===== src/rtl/core/pink_noise_filter_refined_top_defines.svh =====
// ----------------------------------------------------------------------------
// Pink noise filter assertion macros
// Shared assertion wrappers for the pink noise filter design.
// ----------------------------------------------------------------------------
`ifndef PINK_NOISE_FILTER_REFINED_TOP_DEFINES_SVH
`define PINK_NOISE_FILTER_REFINED_TOP_DEFINES_SVH

`ifndef ASSERT_OFF
`define PNF_ASSERT(label, prop, msg) \
    label: assert property (@(posedge clk) disable iff (!rst_n) prop) else $error(msg);
`define PNF_ASSERT_RST(label, prop, msg) \
    label: assert property (@(posedge clk) prop) else $error(msg);
`else
`define PNF_ASSERT(label, prop, msg)
`define PNF_ASSERT_RST(label, prop, msg)
`endif

`endif


===== src/rtl/core/pnf_pkg.sv =====
// ----------------------------------------------------------------------------
// Pink noise filter package
// Formats and fixed coefficients shared by the pink noise filter modules.
// ----------------------------------------------------------------------------
package pnf_pkg;

    localparam int SAMPLE_WIDTH = 16;
    localparam int ACC_WIDTH    = 24;
    localparam int COEF_WIDTH   = 19;
    localparam int COEF_FRAC    = 18;
    localparam int NUM_POLES    = 6;

    typedef logic signed [COEF_WIDTH-1:0] coef_t;

    localparam coef_t POLE_GAIN [NUM_POLES] = '{
        19'sd261845, 19'sd260393, 19'sd254018, 19'sd227148, 19'sd144179, -19'sd199649
    };

    localparam coef_t POLE_FEED [NUM_POLES] = '{
        19'sd14554, 19'sd19681, 19'sd40331, 19'sd81392, 19'sd139710, -19'sd4430
    };

    localparam coef_t DIRECT_GAIN = 19'sd140562;
    localparam coef_t DELAY_GAIN  = 19'sd30389;

endpackage


===== src/rtl/core/pnf_sum.sv =====
// ----------------------------------------------------------------------------
// Pink noise filter output sum
// Adds the poles, delayed and direct terms, saturates, and holds the result.
// ----------------------------------------------------------------------------
module pnf_sum #(
    parameter int ACC_WIDTH = pnf_pkg::ACC_WIDTH
) (
    input  logic                        clk,
    input  logic                        load,
    input  logic signed [ACC_WIDTH-1:0] poles [pnf_pkg::NUM_POLES],
    input  logic signed [ACC_WIDTH-1:0] delayed,
    input  logic signed [ACC_WIDTH-1:0] direct,
    output logic signed [ACC_WIDTH-1:0] result
);

    localparam int SW = ACC_WIDTH + 3;

    localparam logic signed [SW-1:0] ACC_MAX = {4'b0000, {(ACC_WIDTH-1){1'b1}}};
    localparam logic signed [SW-1:0] ACC_MIN = ~ACC_MAX;

    logic signed [SW-1:0]        total;
    logic signed [ACC_WIDTH-1:0] result_reg;
    logic signed [ACC_WIDTH-1:0] result_next;

    always_comb
    begin
        total = SW'(delayed) + SW'(direct);
        for (int i = 0; i < pnf_pkg::NUM_POLES; i++)
        begin
            total = total + SW'(poles[i]);
        end
    end

    always_comb
    begin
        if (total > ACC_MAX)
        begin
            result_next = ACC_MAX[ACC_WIDTH-1:0];
        end
        else if (total < ACC_MIN)
        begin
            result_next = ACC_MIN[ACC_WIDTH-1:0];
        end
        else
        begin
            result_next = total[ACC_WIDTH-1:0];
        end
    end

    always_ff @(posedge clk)
    begin
        if (load)
        begin
            result_reg <= result_next;
        end
    end

    assign result = result_reg;

endmodule


===== config.mk =====
export PLATFORM = sky130hd
export DESIGN_NAME = pnf_sum
export DESIGN_NICKNAME = d
export VERILOG_FILES = /design/src/rtl/core/pink_noise_filter_refined_top_defines.svh /design/src/rtl/core/pnf_pkg.sv /design/src/rtl/core/pnf_sum.sv
export SDC_FILE = /design/constraint.sdc
export NUM_CORES = 1
export LEC_CHECK = 0
export ABC_AREA = 0
export BUFFER_PORTS_ARGS = -buffer_cell sky130_fd_sc_hd__buf_2
export CORE_MARGIN = 2
export CORE_UTILIZATION = 57
export CTS_CLUSTER_SIZE = 10
export DETAILED_ROUTE_END_ITERATION = 6
export GPL_ROUTABILITY_DRIVEN = 0
export PLACE_DENSITY_LB_ADDON = 0.2
export SYNTH_ARGS = -nofsm -noshare
export SYNTH_HDL_FRONTEND = slang
export SYNTH_SLANG_ARGS = --single-unit

===== constraint.sdc =====
create_clock -name clk -period 9.4 [get_ports clk]
set_input_delay 1.41 -clock clk [delete_from_list [all_inputs] [get_ports clk]]
set_output_delay 1.41 -clock clk [all_outputs]
set_load 0.05 [all_outputs]

# Word level (Yosys, flattened, before mapping)
# Index checks and enable logic that the tools add are counted.
# Widths: inputs -> output; s select.
[word_totals]
ff_bits = 24
input_bits = 194
wordCells = 11
[classes]
add_sub_neg = 7
magnitude_cmp = 2
mux = 1
[ops]
columns = ["operator", "n"]
rows = [
  ["$add 27x24->27", 4],
  ["$add 26x24->27", 1],
  ["$gt 27x24->1 const B", 1],
  ["$lt 27x24->1 const B", 1],
  ["$add 25x24->26", 1],
  ["$add 24x24->25", 1],
  ["$mux 24", 1],
]

# Logic depth before layout (Yosys ltp)
# Gate-level depths: netlist of the first run.
[depth]
word_depth = 9
depth_mapped = 18
mapped_depth_nobuf = 17

# Worst setup path after synthesis of the first run
# OpenSTA, ideal clock, no wires.
[synth_path]
path_type = "input to register"
startpoint = "input port poles[2] in the netlist's numbering"
endpoint = "register result_reg[18], in the netlist result[18], data pin"
setup_time_ps = 258
arrival_ps = 5729
required_ps = 9142
setup_slack_ps = 3413
path_stages = 17
path_cell_list = "inv_1 fa_1 inv_1 fa_1 fa_1 inv_1 fa_1 inv_1 ha_1 fa_1 a211oi_1 o211ai_1 and3_1 or3_2 a31oi_1 xor2_1 a21oi_1"
[synth_between]
elab_chain_cells = 3
[synth_lines]
columns = ["item", "line", "text"]
rows = [
  ["from (decl)", "pnf_sum.sv:10", "input logic signed [ACC_WIDTH-1:0] poles [pnf_pkg::NUM_POLES],"],
  ["$add 27x24->27 *", "pnf_sum.sv:30", "total = total + SW'(poles[i]);"],
  ["$lt 27x24->1", "pnf_sum.sv:40", "else if (total < ACC_MIN)"],
  ["$mux 24", "pnf_sum.sv:40", ""],
  ["to (signal assigned)", "pnf_sum.sv:54", "result_reg <= result_next;"],
  ["to (decl)", "pnf_sum.sv:22", "logic signed [ACC_WIDTH-1:0] result_reg;"],
]
# Mark *: on every way between the ends. The rest lies on a longest branch, timed or not.
# A chain may end at the register's enable or synchronous reset.

# Worst setup path in the final report of the first run
[layout_path]
startpoint = "input port poles[2] in the netlist's numbering"
endpoint = "register result_reg[2], in the netlist result[2], data pin"
# The elaborated chain is that of the path after synthesis.

==> results of run 1 <==
## how the worst max path moves through the flow
| stage | start | to | slack [ps] |
|---|---|---|---|
| 5_1_grt | poles[2] | result[5] | 2970 |
| 4_1_cts | poles[2] | result[2] | 3220 |
| 6_report | poles[2] | result[2] | 3190 |
| 3_5_place_dp | poles[2] | result[2] | 2960 |
| 2_1_floorplan | poles[2] | result[18] | 3410 |
| 3_3_place_gp | poles[3] | result[15] | 3090 |
## metal layers
layer  up-vias  global-route usage, %  wire length (um)
met5         -                      0                 0
met3        12                  0.889               768
met2       171                   40.5              6550
li1       2426                      -                 -
met1      2390                   26.3              4700
met4         0                   4.61               146
## metrics by stage
stage	hold slack [ps]	cells	setup WS, ps	area, um^2	utilization [%]
after floorplan	1520	692	3410	6380	-
after global placement	1930	1039	3090	7560	69.5
after detailed placement	1940	1039	2960	7560	69.5
after CTS	1660	1043	3220	7630	70.1
after global routing	1690	1043	2970	7630	70.1
final	1660	1043	3190	7630	70.1
## logic make-up after synthesis
logic type	synth area share, %
adders and majority gates	51.5
and+or+nand+nor	4.83
xor gates and xnor gates	3.16
buffers and inverters	18.6
AOI/OAI and AO/OA	10.7
DFF	11.3
## critical path, cell delays in order
cell and delay [ps]:
buf_2 80, inv_1 50, fa_1 540, inv_1 60, fa_1 520, fa_1 560, inv_1 60, fa_1 530
inv_1 40, ha_1 220, fa_1 440, a211oi_1 310, o211ai_1 170, nand3_1 140, a21oi_1 110, o211ai_1 270
a31o_2 520, a21oi_1 150
## area by class of cell
type / instances / area [um^2] / share of cell area [%]
clock inverters: 1 / 30.0 / 0.393
repair buffers: 217 / 1090 / 14.2
multi-input cells: 362 / 4470 / 58.5
clock buffers: 3 / 41.3 / 0.541
well taps: 140 / 175 / 2.29
inverters: 296 / 1110 / 14.6
flip-flops and latches: 24 / 721 / 9.44
## cell usage in the layout (no fill, tap or decap), drive strengths merged, types with 2 or more instances in the layout
cell type	n
a211o	2
a211oi	7
a21boi	2
a21o	11
a21oi	51
a311o	2
a31oi	2
and2	2
and3	4
and4	2
buf	217
clkbuf	3
edfxtp	24
fa	147
ha	27
inv	296
nand2	15
nand3	5
nand4	6
nor2	8
nor2b	2
nor3	6
nor4	2
o2111ai	2
o211ai	5
o21a	2
o21ai	13
or3	3
xnor2	13
xor2	10
==> flow_summary.ini, run 1 <==
[layout]
num_antenna_cells = 0
largest_reg_flops = 24
nets = 1272
fillers = 868
layout-drive-gt1-share_pct = 25.1
syn_to_final_growth_pct = 19.7

[synth]
syn_inst = 692
netlist_area_um2 = 6380
netlist_top_cells_area = fa_1 46%, inv_1 17%, edfxtp_1 11%, ha_1 5.3%, a21oi_1 3.8%
synth.top_cell.area_share_pct = 46.2
synth_warnings = 0
yosys-top-cells-count = 296 x inv_1, 147 x fa_1, 49 x a21oi_1
synth-main-ff-cell = edfxtp_1
synth_area_per_cell_um2 = 9.21
synth_cell_types = 46
synth-async-reset-ratio_pct = 0
yosysMostFrequentCell = inv_1
syn-num-nets = 1060
synth_seq_cells = 24
synth_top_cell_by_area = fa_1
synth_edf_count = 24
yosysSeqAreaShare_pct = 11.3

[timing]
setup_violations = 0
relSlewSlack_pct = 65.0
fmax_mhz = 161
rsz0062_at_grt = no
maxSlewViolCount = 0
fin_crit_sh_pct = 66.1
min_period_ps = 6210
worst_slew_pin_slew_ps = 526
setup_tns_ps = 0
hold_violations = 0

[placed_design]
hpwl_um = 11300
portBuffers = 217

[worst_setup_path]
critPathLaunchType = input pin
critPathArrivalTime_ps = 6200
crit_type = input pin to flip-flop
crit_path_end_kind = flip-flop
cp_max_fo = 23
worstPathRequired_ps = 9390

[die]
start_util_pct = 58.6
io_pins = 218
die_h_um = 110
core_um2 = 10900
fp.dieArea_um2 = 12000
die_x_um = 110
row_count = 38

[detailed_routing]
drt_iter0_drc = 238
drt-total-wl_um = 12200
first_pass_iters = 4
drc = 0
via_per_inst = 4.79
ant_nets = 0
post_drt_wl_per_cell_um = 11.7
num_vias = 4999

[cts]
htreeDepth = 1
root_buffer = clkbuf_8
holdBufCountCts = 0
post_cts_resized = 0
clock_sinks = 24
cts.path.max_buffers = 2
clk_pin_slew_ps = 90
numCtsBuffers = 3
cts_tree = built
postCtsSetupBuffers = 0

[global_routing]
grt_pass1_vias = 5227
grt_usage_pct = 21.1
gr-total-overflow = 0
grt_max_degree = 25
grt_pass1_wl_um = 20800
grt_antenna_before_repair = 0

[worst_hold_path]
min_to = result[18]
hp-class = input pin to flip-flop
min_path_cells = 1
min_from = load

[flow_run]
max_cap_violations = 0

[run_status]
status = complete, no violations
Power of run 1 is left out: the tool's default activity adds up to more than one toggle a clock period on the data nets, which glitch-free logic cannot reach.
==> run 2, diff against run 1 <==
Settings changed: CORE_UTILIZATION 57 to 53.
Clock period 9.4 ns to 6.5 ns, I/O delays scaled along.
==> flow_summary.ini, run 2 (synthesis results as in run 1) <==
[run_status]
status = complete, no violations

[flow_run]
max_cap_violations = 0

[cts]
post_cts_resized = 0
numCtsBuffers = 3
clk_pin_slew_ps = 60
htreeDepth = 1
postCtsSetupBuffers = 0
cts.path.max_buffers = 2
cts_tree = built
root_buffer = clkbuf_16
holdBufCountCts = 0
clock_sinks = 24

[layout]
final_common_cell = inv_1
nets = 1272
layout-drive-gt1-share_pct = 25.1
layout_common_cells = 296 x inv_1, 217 x buf_2, 147 x fa_1
syn_to_final_growth_pct = 19.9
num_antenna_cells = 0
largest_reg_flops = 24

[die]
die_x_um = 114
io_pins = 218
core_um2 = 11900
row_count = 40
start_util_pct = 53.8
die_h_um = 114
fp.dieArea_um2 = 12900

[detailed_routing]
ant_nets = 0
drt_iter0_drc = 147
first_pass_iters = 5
drc = 0
post_drt_wl_per_cell_um = 11.1
drt-total-wl_um = 11700
num_vias = 4908
via_per_inst = 4.68

[worst_setup_path]
critPathArrivalTime_ps = 5830
critPathSlowestCell = fa_1
crit_type = input pin to flip-flop
path_depth = 18
worstPathRequired_ps = 6480
cp_cell_sequence = buf_2 -> inv_1 -> fa_1 -> inv_1 -> fa_1 -> fa_1 -> inv_1 -> fa_1 -> inv_1 -> ha_1 -> fa_1 -> a211oi_1 -> o211ai_1 -> nand3_1 -> a21oi_1 -> o211ai_1 -> a31o_2 -> a21oi_1
critPathLaunchType = input pin
crit_path_end_kind = flip-flop
max_stage_delay_ps = 550
cp-startpoint = poles[2]
crit_path_frequent_cell = fa_1
crit_family = adder cells
cp_max_fo = 23
worst-path-buf-inv = 5
crit_path_end = result[2]

[timing]
relSlewSlack_pct = 63.3
hold_violations = 0
fmax_mhz = 171
setup_violations = 0
min_period_ps = 5840
fin_crit_sh_pct = 89.9
setup_tns_ps = 0
worst_slew_pin_slew_ps = 545
rsz0062_at_grt = no
maxSlewViolCount = 0

[global_routing]
grt_pass1_wl_um = 21100
grt_pass1_vias = 5136
gr-total-overflow = 0
grt_max_degree = 25
grt_usage_pct = 19.4
grt_antenna_before_repair = 0

[placed_design]
hpwl_um = 10800
portBuffers = 217

[worst_hold_path]
hp-class = input pin to flip-flop
-- run 2: through the flow --
stage	std cells	worst slack [ps]	hold WS, ps	cell area [um^2]	utilization, %
finish	1049	656	1230	7650	64.5
global route	1049	328	1260	7650	64.5
CTS	1049	629	1240	7650	64.5
detailed placement	1046	416	1510	7570	63.8
global placement	1046	502	1500	7570	63.8
floorplan	692	948	1090	6380	-
-- run 2: area by class of cell --
type,instances,area [um^2]
fillers,1051,4220
well taps,147,184
flip-flops and latches,24,721
multi-input cells,362,4470
inverters,296,1110
clock buffers,3,75.1
repair buffers,217,1090
-- run 2: routing by layer --
layer  GRT usage (%)  vias to the layer above  routed length (um)
met5               0                        -                   0
met4            3.66                        0                 115
met3            1.59                       10                 655
met2            35.7                      155                6030
met1            25.5                     2314                4890
li1                -                     2429                   -
-- run 2: how the worst min path moves through the flow --
stage,cells after the start,end,startpoint,slack [ps]
5_1_grt,1,result[1],load,1260
2_1_floorplan,0,result[0],load,1090
3_3_place_gp,1,result[0],load,1500
3_5_place_dp,1,result[2],load,1510
4_1_cts,1,result[7],load,1240
6_report,1,result[10],load,1230
Power of run 2 is left out for the same reason.
